## src/hdl/assert_macros.svh

```systemverilog
// Assertion helpers; the including module supplies clk and arst_n.
`ifndef ASSERT_MACROS_SVH
`define ASSERT_MACROS_SVH

// Check a property on every clock edge outside reset.
`define CHK(label, prop, msg) \
	label: assert property (@(posedge clk) disable iff (!arst_n) prop) \
		else $error(msg);

// Check that a condition never occurs.
`define CHK_NEVER(label, cond, msg) \
	label: assert property (@(posedge clk) disable iff (!arst_n) !(cond)) \
		else $error(msg);

`endif

```

## src/hdl/hre_pkg.sv

```systemverilog
`default_nettype none
package hre_pkg;

	localparam int MAX_LEDS       = 1024;
	localparam int COEF_FRAC_BITS = 14;

	localparam int COEF_W    = 16;
	localparam int BRIGHT_W  = 5;
	localparam int LED_CNT_W = 11;
	localparam int CFG_IDX_W = 3;
	localparam int CFG_DAT_W = 16;
	localparam int IDX_W     = $clog2(MAX_LEDS);

	// unsigned 8-bit pixel times signed coefficient, and three of them summed
	localparam int PROD_W = COEF_W + 9;
	localparam int SUM_W  = PROD_W + 2;

	localparam logic [7:0] HDR_BITS = 8'hE0;
	localparam logic [7:0] SAT_MAX  = 8'd255;
	localparam logic [7:0] START_BYTE = 8'h00;
	localparam logic [7:0] END_BYTE   = 8'hFF;

	// register indexes
	localparam logic [CFG_IDX_W-1:0] REG_COEF_DIAG  = 3'd0;
	localparam logic [CFG_IDX_W-1:0] REG_COEF_MINUS = 3'd1;
	localparam logic [CFG_IDX_W-1:0] REG_COEF_PLUS  = 3'd2;
	localparam logic [CFG_IDX_W-1:0] REG_BRIGHTNESS = 3'd3;
	localparam logic [CFG_IDX_W-1:0] REG_LED_COUNT  = 3'd4;

	// byte slots of one pixel's run
	localparam int PH_W = 4;
	localparam logic [PH_W-1:0] PH_START = 4'd0;
	localparam logic [PH_W-1:0] PH_HDR   = 4'd4;
	localparam logic [PH_W-1:0] PH_BLUE  = 4'd5;
	localparam logic [PH_W-1:0] PH_GREEN = 4'd6;
	localparam logic [PH_W-1:0] PH_RED   = 4'd7;
	localparam logic [PH_W-1:0] PH_LAST  = 4'd15;

	// queue between front and back
	localparam int QDEPTH = 4;
	localparam int QAW    = $clog2(QDEPTH);
	localparam int QCNT_W = $clog2(QDEPTH + 1);

	typedef struct packed {
		logic [7:0] red;
		logic [7:0] green;
		logic [7:0] blue;
	} pixel_t;

	typedef struct packed {
		logic [7:0] data_byte;
		logic       run_end;
		logic       frame_end;
	} led_byte_t;

	typedef struct packed {
		logic [7:0] hdr;
		logic [7:0] blue;
		logic [7:0] green;
		logic [7:0] red;
		logic       frame_start;
		logic       frame_last;
	} entry_t;

	function automatic logic [7:0] sat8(input logic signed [SUM_W-1:0] s);
		logic [SUM_W-COEF_FRAC_BITS-1:0] q;
		q = s[SUM_W-1:COEF_FRAC_BITS];
		if (s < 0)
			return 8'd0;
		else if (q > (SUM_W-COEF_FRAC_BITS)'(SAT_MAX))
			return SAT_MAX;
		else
			return q[7:0];
	endfunction

endpackage
`default_nettype wire

```

## src/hdl/hre_fifo.sv

```systemverilog
`default_nettype none
`include "assert_macros.svh"
module hre_fifo (
	input  wire logic                       clk,
	input  wire logic                       arst_n,
	input  wire logic                       push,
	input  wire hre_pkg::entry_t            push_data,
	input  wire logic                       pop,
	output      hre_pkg::entry_t            head,
	output      logic                       empty,
	output      logic [hre_pkg::QCNT_W-1:0] count
);

	hre_pkg::entry_t mem_q [hre_pkg::QDEPTH];
	logic [hre_pkg::QAW-1:0]    wr_ptr_q, rd_ptr_q;
	logic [hre_pkg::QCNT_W-1:0] count_q;

	always_ff @(posedge clk) begin
		if (push)
			mem_q[wr_ptr_q] <= push_data;
	end

	always_ff @(posedge clk or negedge arst_n) begin
		if (!arst_n) begin
			wr_ptr_q <= '0;
			rd_ptr_q <= '0;
			count_q  <= '0;
		end else begin
			if (push)
				wr_ptr_q <= wr_ptr_q + 1'b1;
			if (pop)
				rd_ptr_q <= rd_ptr_q + 1'b1;
			if (push && !pop)
				count_q <= count_q + 1'b1;
			else if (pop && !push)
				count_q <= count_q - 1'b1;
		end
	end

	assign head  = mem_q[rd_ptr_q];
	assign empty = (count_q == '0);
	assign count = count_q;

	`CHK_NEVER(a_no_overflow, push && !pop && count_q == hre_pkg::QCNT_W'(hre_pkg::QDEPTH),
		"push into full queue")
	`CHK_NEVER(a_no_underflow, pop && count_q == '0, "pop from empty queue")

endmodule
`default_nettype wire

```

## src/hdl/hre_front.sv

```systemverilog
`default_nettype none
module hre_front (
	input  wire logic                          clk,
	input  wire logic                          arst_n,
	input  wire logic                          cfg_we,
	input  wire logic [hre_pkg::CFG_IDX_W-1:0] cfg_index,
	input  wire logic [hre_pkg::CFG_DAT_W-1:0] cfg_data,
	input  wire logic                          pixel_valid,
	output      logic                          pixel_ready,
	input  wire hre_pkg::pixel_t               pixel,
	input  wire logic [hre_pkg::QCNT_W-1:0]    q_count,
	output      logic                          q_push,
	output      hre_pkg::entry_t               q_data
);

	logic signed [hre_pkg::COEF_W-1:0]    coef_diag_q, coef_minus_q, coef_plus_q;
	logic [hre_pkg::BRIGHT_W-1:0]         bright_q;
	logic [hre_pkg::LED_CNT_W-1:0]        led_count_q;
	logic [hre_pkg::IDX_W-1:0]            pix_idx_q;

	logic signed [hre_pkg::PROD_W-1:0]    pr_s1 [3];
	logic signed [hre_pkg::PROD_W-1:0]    pg_s1 [3];
	logic signed [hre_pkg::PROD_W-1:0]    pb_s1 [3];
	logic                                 valid_s1, start_s1, last_s1;
	logic [7:0]                           hdr_s1;

	logic                                 accept, last;
	logic [hre_pkg::LED_CNT_W-1:0]        cnt_eff, next_pos;
	logic [hre_pkg::QCNT_W:0]             credits_used;
	logic signed [hre_pkg::PROD_W-1:0]    r_in, g_in, b_in;
	logic signed [hre_pkg::SUM_W-1:0]     sum_r, sum_g, sum_b;

	always_ff @(posedge clk or negedge arst_n) begin
		if (!arst_n) begin
			coef_diag_q  <= hre_pkg::COEF_W'(16384);
			coef_minus_q <= '0;
			coef_plus_q  <= '0;
			bright_q     <= hre_pkg::BRIGHT_W'(15);
			led_count_q  <= hre_pkg::LED_CNT_W'(96);
		end else if (cfg_we) begin
			unique case (cfg_index)
				hre_pkg::REG_COEF_DIAG:  coef_diag_q  <= cfg_data;
				hre_pkg::REG_COEF_MINUS: coef_minus_q <= cfg_data;
				hre_pkg::REG_COEF_PLUS:  coef_plus_q  <= cfg_data;
				hre_pkg::REG_BRIGHTNESS: bright_q     <= cfg_data[hre_pkg::BRIGHT_W-1:0];
				hre_pkg::REG_LED_COUNT:  led_count_q  <= cfg_data[hre_pkg::LED_CNT_W-1:0];
				default: ;
			endcase
		end
	end

	// reserve a queue slot for every item in flight
	assign credits_used = (hre_pkg::QCNT_W+1)'(q_count) + (hre_pkg::QCNT_W+1)'(valid_s1);
	assign pixel_ready  = credits_used < (hre_pkg::QCNT_W+1)'(hre_pkg::QDEPTH);
	assign accept       = pixel_valid && pixel_ready;

	always_comb begin
		if (led_count_q == '0)
			cnt_eff = hre_pkg::LED_CNT_W'(1);
		else if (led_count_q > hre_pkg::LED_CNT_W'(hre_pkg::MAX_LEDS))
			cnt_eff = hre_pkg::LED_CNT_W'(hre_pkg::MAX_LEDS);
		else
			cnt_eff = led_count_q;
	end

	assign next_pos = hre_pkg::LED_CNT_W'(pix_idx_q) + hre_pkg::LED_CNT_W'(1);
	assign last     = next_pos >= cnt_eff;

	always_ff @(posedge clk or negedge arst_n) begin
		if (!arst_n) begin
			pix_idx_q <= '0;
			valid_s1  <= 1'b0;
		end else begin
			valid_s1 <= accept;
			if (accept)
				pix_idx_q <= last ? '0 : pix_idx_q + 1'b1;
		end
	end

	assign r_in = hre_pkg::PROD_W'($signed({1'b0, pixel.red}));
	assign g_in = hre_pkg::PROD_W'($signed({1'b0, pixel.green}));
	assign b_in = hre_pkg::PROD_W'($signed({1'b0, pixel.blue}));

	// products per input component, in coefficient order diag, minus, plus
	always_ff @(posedge clk) begin
		if (accept) begin
			pr_s1[0] <= r_in * coef_diag_q;
			pr_s1[1] <= r_in * coef_minus_q;
			pr_s1[2] <= r_in * coef_plus_q;
			pg_s1[0] <= g_in * coef_diag_q;
			pg_s1[1] <= g_in * coef_minus_q;
			pg_s1[2] <= g_in * coef_plus_q;
			pb_s1[0] <= b_in * coef_diag_q;
			pb_s1[1] <= b_in * coef_minus_q;
			pb_s1[2] <= b_in * coef_plus_q;
			hdr_s1   <= hre_pkg::HDR_BITS | {3'b000, bright_q};
			start_s1 <= (pix_idx_q == '0);
			last_s1  <= last;
		end
	end

	assign sum_r = hre_pkg::SUM_W'(pr_s1[0]) + hre_pkg::SUM_W'(pg_s1[1])
		+ hre_pkg::SUM_W'(pb_s1[2]);
	assign sum_g = hre_pkg::SUM_W'(pr_s1[2]) + hre_pkg::SUM_W'(pg_s1[0])
		+ hre_pkg::SUM_W'(pb_s1[1]);
	assign sum_b = hre_pkg::SUM_W'(pr_s1[1]) + hre_pkg::SUM_W'(pg_s1[2])
		+ hre_pkg::SUM_W'(pb_s1[0]);

	assign q_push = valid_s1;
	always_comb begin
		q_data.hdr         = hdr_s1;
		q_data.blue        = hre_pkg::sat8(sum_b);
		q_data.green       = hre_pkg::sat8(sum_g);
		q_data.red         = hre_pkg::sat8(sum_r);
		q_data.frame_start = start_s1;
		q_data.frame_last  = last_s1;
	end

endmodule
`default_nettype wire

```

## src/hdl/hre_back.sv

```systemverilog
`default_nettype none
`include "assert_macros.svh"
module hre_back (
	input  wire logic              clk,
	input  wire logic              arst_n,
	input  wire hre_pkg::entry_t   q_head,
	input  wire logic              q_empty,
	output      logic              q_pop,
	output      logic              led_valid,
	input  wire logic              led_ready,
	output      hre_pkg::led_byte_t led
);

	hre_pkg::entry_t          entry_q;
	logic                     busy_q;
	logic [hre_pkg::PH_W-1:0] ph_q, ph_end;
	logic                     out_valid_q;
	hre_pkg::led_byte_t       out_q;
	logic                     emit, done;
	logic [7:0]               cur_byte;

	assign ph_end = entry_q.frame_last ? hre_pkg::PH_LAST : hre_pkg::PH_RED;
	assign emit   = busy_q && (!out_valid_q || led_ready);
	assign done   = emit && (ph_q == ph_end);
	assign q_pop  = !q_empty && (!busy_q || done);

	always_comb begin
		case (ph_q)
			hre_pkg::PH_HDR:   cur_byte = entry_q.hdr;
			hre_pkg::PH_BLUE:  cur_byte = entry_q.blue;
			hre_pkg::PH_GREEN: cur_byte = entry_q.green;
			hre_pkg::PH_RED:   cur_byte = entry_q.red;
			default:           cur_byte = (ph_q < hre_pkg::PH_HDR) ? hre_pkg::START_BYTE
			                                                         : hre_pkg::END_BYTE;
		endcase
	end

	always_ff @(posedge clk) begin
		if (q_pop)
			entry_q <= q_head;
		if (emit) begin
			out_q.data_byte <= cur_byte;
			out_q.run_end   <= (ph_q == ph_end);
			out_q.frame_end <= (ph_q == hre_pkg::PH_LAST);
		end
	end

	always_ff @(posedge clk or negedge arst_n) begin
		if (!arst_n) begin
			busy_q      <= 1'b0;
			ph_q        <= '0;
			out_valid_q <= 1'b0;
		end else begin
			if (q_pop) begin
				busy_q <= 1'b1;
				ph_q   <= q_head.frame_start ? hre_pkg::PH_START : hre_pkg::PH_HDR;
			end else if (done) begin
				busy_q <= 1'b0;
			end else if (emit) begin
				ph_q <= ph_q + 1'b1;
			end
			if (emit)
				out_valid_q <= 1'b1;
			else if (led_ready)
				out_valid_q <= 1'b0;
		end
	end

	assign led_valid = out_valid_q;
	assign led       = out_q;

	`CHK(a_frame_end_closes_run, out_valid_q && out_q.frame_end |-> out_q.run_end,
		"frame end byte not marked as end of run")
	`CHK_NEVER(a_phase_in_range, busy_q && ph_q > ph_end, "byte slot past end of run")

endmodule
`default_nettype wire

```

## src/hdl/hue_rotate_led_frame_encoder.sv

```systemverilog
// Each pixel is sent as header, blue, green and red bytes; the first pixel of a
// frame adds four start bytes before them, the last eight end bytes after them.
// Pixel rate is set by the byte-wide output: one byte per cycle, while led_ready
// and the queue allow. Up to 4 decoded pixels wait in the queue between the
// multiply stage and the byte sequencer. Reset: registers to defaults, pixel
// index to frame start, queue and output empty.
`default_nettype none
module hue_rotate_led_frame_encoder (
	input  wire logic                          clk,
	input  wire logic                          arst_n,
	input  wire logic                          cfg_we,
	input  wire logic [hre_pkg::CFG_IDX_W-1:0] cfg_index,
	input  wire logic [hre_pkg::CFG_DAT_W-1:0] cfg_data,
	input  wire logic                          pixel_valid,
	output      logic                          pixel_ready,
	input  wire hre_pkg::pixel_t               pixel,
	output      logic                          led_valid,
	input  wire logic                          led_ready,
	output      hre_pkg::led_byte_t            led
);

	logic                       q_push, q_pop, q_empty;
	hre_pkg::entry_t            q_data, q_head;
	logic [hre_pkg::QCNT_W-1:0] q_count;

	hre_front u_front (
		.clk         (clk),
		.arst_n      (arst_n),
		.cfg_we      (cfg_we),
		.cfg_index   (cfg_index),
		.cfg_data    (cfg_data),
		.pixel_valid (pixel_valid),
		.pixel_ready (pixel_ready),
		.pixel       (pixel),
		.q_count     (q_count),
		.q_push      (q_push),
		.q_data      (q_data)
	);

	hre_fifo u_fifo (
		.clk       (clk),
		.arst_n    (arst_n),
		.push      (q_push),
		.push_data (q_data),
		.pop       (q_pop),
		.head      (q_head),
		.empty     (q_empty),
		.count     (q_count)
	);

	hre_back u_back (
		.clk       (clk),
		.arst_n    (arst_n),
		.q_head    (q_head),
		.q_empty   (q_empty),
		.q_pop     (q_pop),
		.led_valid (led_valid),
		.led_ready (led_ready),
		.led       (led)
	);

endmodule
`default_nettype wire
```

## config.mk

```make
export PLATFORM = sky130hd
export DESIGN_NAME = hue_rotate_led_frame_encoder
export DESIGN_NICKNAME = d
export VERILOG_FILES = /design/src/hdl/hre_pkg.sv /design/src/hdl/hre_fifo.sv /design/src/hdl/hre_front.sv /design/src/hdl/hre_back.sv /design/src/hdl/hue_rotate_led_frame_encoder.sv
export VERILOG_INCLUDE_DIRS = /design/src /design/src/hdl
export SDC_FILE = /design/constraint.sdc
export NUM_CORES = 2
export LEC_CHECK = 0
export BUFFER_PORTS_ARGS = -buffer_cell sky130_fd_sc_hd__buf_2
export CAP_MARGIN = 20
export CORE_MARGIN = 3
export CORE_UTILIZATION = 40
export DETAILED_ROUTE_END_ITERATION = 10
export PLACE_DENSITY = 0.67
export SLEW_MARGIN = 20
export SYNTH_ARGS = -nofsm -noshare
export SYNTH_HDL_FRONTEND = slang
export SYNTH_SLANG_ARGS = --single-unit
```

## constraint.sdc

```tcl
create_clock -name clk -period 10.5 [get_ports clk]
set_clock_uncertainty 0.15 [all_clocks]
set_input_delay 0.525 -clock clk [delete_from_list [all_inputs] [get_ports clk]]
set_output_delay 0.525 -clock clk [all_outputs]
set_load 0.01 [all_outputs]
```

==> flow_summary.yaml <==
status:
  status: "complete, no violations"
clock_network:
  clock_latency_ps: 690
  post-cts-setup-buffers: 0
  cts-hold-fix-buffers: 5
  cts_tree: "built"
  cts.sinks: 484
  cts_buffer_depth: 3
  path_clk_slew_ps: 60
  cts-root-buf: "clkbuf_16"
  cts-htree-levels: 2
  post_cts_resized: 0
  numCtsBuffers: 60
yosys:
  avgSynthCellArea_um2: 10.1
  synth_cell_types: 73
  synth-seq-area-share_pct: 22.7
  synth_ff_type: "edfxtp_1"
  synthCells: 6152
  synth-warning-count: 0
  yosys.cell_count.top_type: "inv_1"
  synth_common_cells: "inv_1 (1463), fa_1 (991), and2_1 (649)"
  synth_nets: 7738
  yosysTopAreaCell: "fa_1"
  yosys.area.top_type_share_pct: 31.9
  syn_area_um2: 62200
  ys_seq_elements: 484
  synth_area_leaders: "fa_1 (32%), edfxtp_1 (19%), ha_1 (11%)"
  synthArstFlopShare_pct: 18.2
  synth-edff-count: 396
global_route:
  grt_start_max_net_pins: 136
  grt_usage_pct: 19.4
  antenna_found_initial: 18
  met1_usage_pct: 23.7
  grt_pass1_wl_mm: 246
  met3_usage_pct: 2.43
  grt_pass1_vias: 46000
  gr-total-overflow: 0
  grtUsageMet2_pct: 35.3
  grt-busiest-layer: "met2"
routing:
  wirelength_mm: 151
  dr.pass1.iters: 5
  num_vias: 41900
  drtIter0Drc: 2483
  viasPerCell: 5.09
  wl_per_cell_um: 18.4
  detail-route-antenna-nets: 0
  drc: 0
sta:
  worstMarginPinSlew_ps: 1170
  final.min_clock_period_ps: 6220
  setup_viol: 0
  hold_slack_ps: 42.3
  finalHoldViolations: 0
  period_share_pct: 59.2
  rsz0062_at_grt: "false"
  maxSlewViolCount: 0
  tns_ps: 0
  fmax_ghz: 0.161
  relSlewSlack_pct: 21.9
die:
  core_area_um2: 154000
  io_pins: 60
  fp.dieH_um: 400
  dieArea_um2: 160000
  die_width_um: 400
  rows: 144
  start_util_pct: 40.3
placement:
  gp_congestion: 0.882
  portBuffers: 59
  place.detailed.hpwl_mm: 112
setup_path:
  crit_start: "u_front.coef_minus_q[4]"
  critPathTopFamily: "adder cells"
  cp.required_ps: 10750
  worst-path-buf-inv: 4
  start_kind: "register"
  cp.arrival_ps: 6470
  crit_type: "reg2reg"
  critPathMaxStageDelay_ps: 590
  path_cells: "buf_4 -> nand2_1 -> fa_1 -> inv_1 -> ha_1 -> ha_1 -> inv_1 -> fa_1 -> inv_1 -> ha_1 -> fa_1 -> a21o_1 -> a21oi_1 -> o211ai_1 -> a31oi_1 -> o21ai_0 -> o211ai_1 -> a31oi_1 -> a21o_1 -> a21oi_1 -> xnor2_1"
  crit_path_max_fanout: 17
  cp_slowest_cell: "dfrtp_1"
  end_kind: "register"
  regToRegStartpoint: "u_front.coef_minus_q[4]"
final_layout:
  final_layout_size_suffix_gt1_share_pct: 5.99
  nets: 7708
  areaGrowthSynthToFinish_pct: 7.57
job:
  drv_cap: 0
worst_hold_path:
  min_from: "cfg_data[12]"
  hp-class: "in2reg"
## placed cells by master, fill, tap and decap left out, drive strengths merged, types with 7 or more instances in the layout
| cell type | instances |
|---|---|
| a211oi | 23 |
| a21o | 59 |
| a21oi | 165 |
| a22o | 13 |
| a31oi | 23 |
| and2 | 649 |
| and3 | 35 |
| buf | 139 |
| clkbuf | 82 |
| clkinv | 21 |
| dfrtp | 81 |
| dfstp | 7 |
| diode | 8 |
| edfxtp | 396 |
| fa | 991 |
| ha | 547 |
| inv | 1467 |
| mux2 | 65 |
| mux4 | 31 |
| nand2 | 619 |
| nand2b | 31 |
| nand3 | 40 |
| nor2 | 95 |
| nor2b | 19 |
| nor3 | 32 |
| nor4 | 7 |
| o211ai | 10 |
| o21a | 35 |
| o21ai | 95 |
| o21bai | 29 |
| o41ai | 7 |
| or2 | 10 |
| or3 | 14 |
| xnor2 | 179 |
| xor2 | 71 |
## cell families after synthesis
logic type | share of synthesized area [%]
flops | 22.7
compound gates | 5.40
simple gates | 12.9
mux | 2.30
fa+ha+maj | 42.9
xor+xnor | 3.52
buf+inv | 10.3
## metrics by stage
stage | instance area [µm²] | utilization, % | worst slack [ps] | cells
5_1_grt | 66800 | 43.3 | 3980 | 8219
2_1_floorplan | 62200 | - | 1620 | 6152
3_5_place_dp | 64800 | 42.0 | 3990 | 8099
3_3_place_gp | 64800 | 42.0 | 3980 | 8099
4_1_cts | 66800 | 43.3 | 4240 | 8218
6_report | 66900 | 43.4 | 4280 | 8226
## sequential cells by signal, summed over array words and instances, names as in the netlist, 11 cells and up
| signal | cells |
|---|---|
| u_front.coef_minus_q | 16 |
| u_front.pg_s1 | 75 |
| u_front.led_count_q | 11 |
| u_front.coef_diag_q | 16 |
| u_front.pr_s1 | 75 |
| u_front.pb_s1 | 75 |
| u_front.coef_plus_q | 16 |
| u_fifo.mem_q | 124 |
| u_back.entry_q | 30 |
## layout make-up
type                       instances  area (µm²)
clock inverter                    32         382
multi-input combinational       3969       41700
fill                           14600       87400
sequential                       484       14100
clock buffer                      82        1630
inverter                        1463        5500
antenna                            8        20.0
timing repair buffer             144         963
tap                             2044        2560
## worst register-to-register path: stages, from the launching register on
cell and delay [ps]:
dfrtp_1 590, buf_4 390, nand2_1 140, fa_1 570, inv_1 40, ha_1 260, ha_1 270, inv_1 40
fa_1 480, inv_1 40, ha_1 210, fa_1 460, a21o_1 200, a21oi_1 290, o211ai_1 180, a31oi_1 310
o21ai_0 220, o211ai_1 390, a31oi_1 210, a21o_1 220, a21oi_1 180, xnor2_1 80
## layer usage
| layer | routed length, µm | part of all wire, % | vias up |
|---|---|---|---|
| met3 | 8590 | 5.7 | 329 |
| met2 | 78000 | 52 | 1166 |
| li1 | - | - | 18800 |
| met5 | 44 | 0.029 | - |
| met1 | 59800 | 40 | 21600 |
| met4 | 4610 | 3.0 | 6 |
## path summary, 6_finish.rpt
| check | to | slack, ps | cells past startpoint |
|---|---|---|---|
| setup reg to reg | u_front.pg_s1[0][49] | 4280 | 21 |
| hold reg to reg | u_fifo.count[2] | 340 | 1 |
| max in group asynchronous | u_fifo.rd_ptr_q[0] | 8670 | 3 |
| hold / removal | u_front.coef_minus_q[12] | 40 | 2 |
| min in group asynchronous | u_front.coef_minus_q[3] | 160 | 2 |
| setup / recovery | u_front.pg_s1[0][49] | 4280 | 21 |
Power is left out: the tool's default activity adds up to more than one toggle a clock period on the data nets, which glitch-free logic cannot reach.
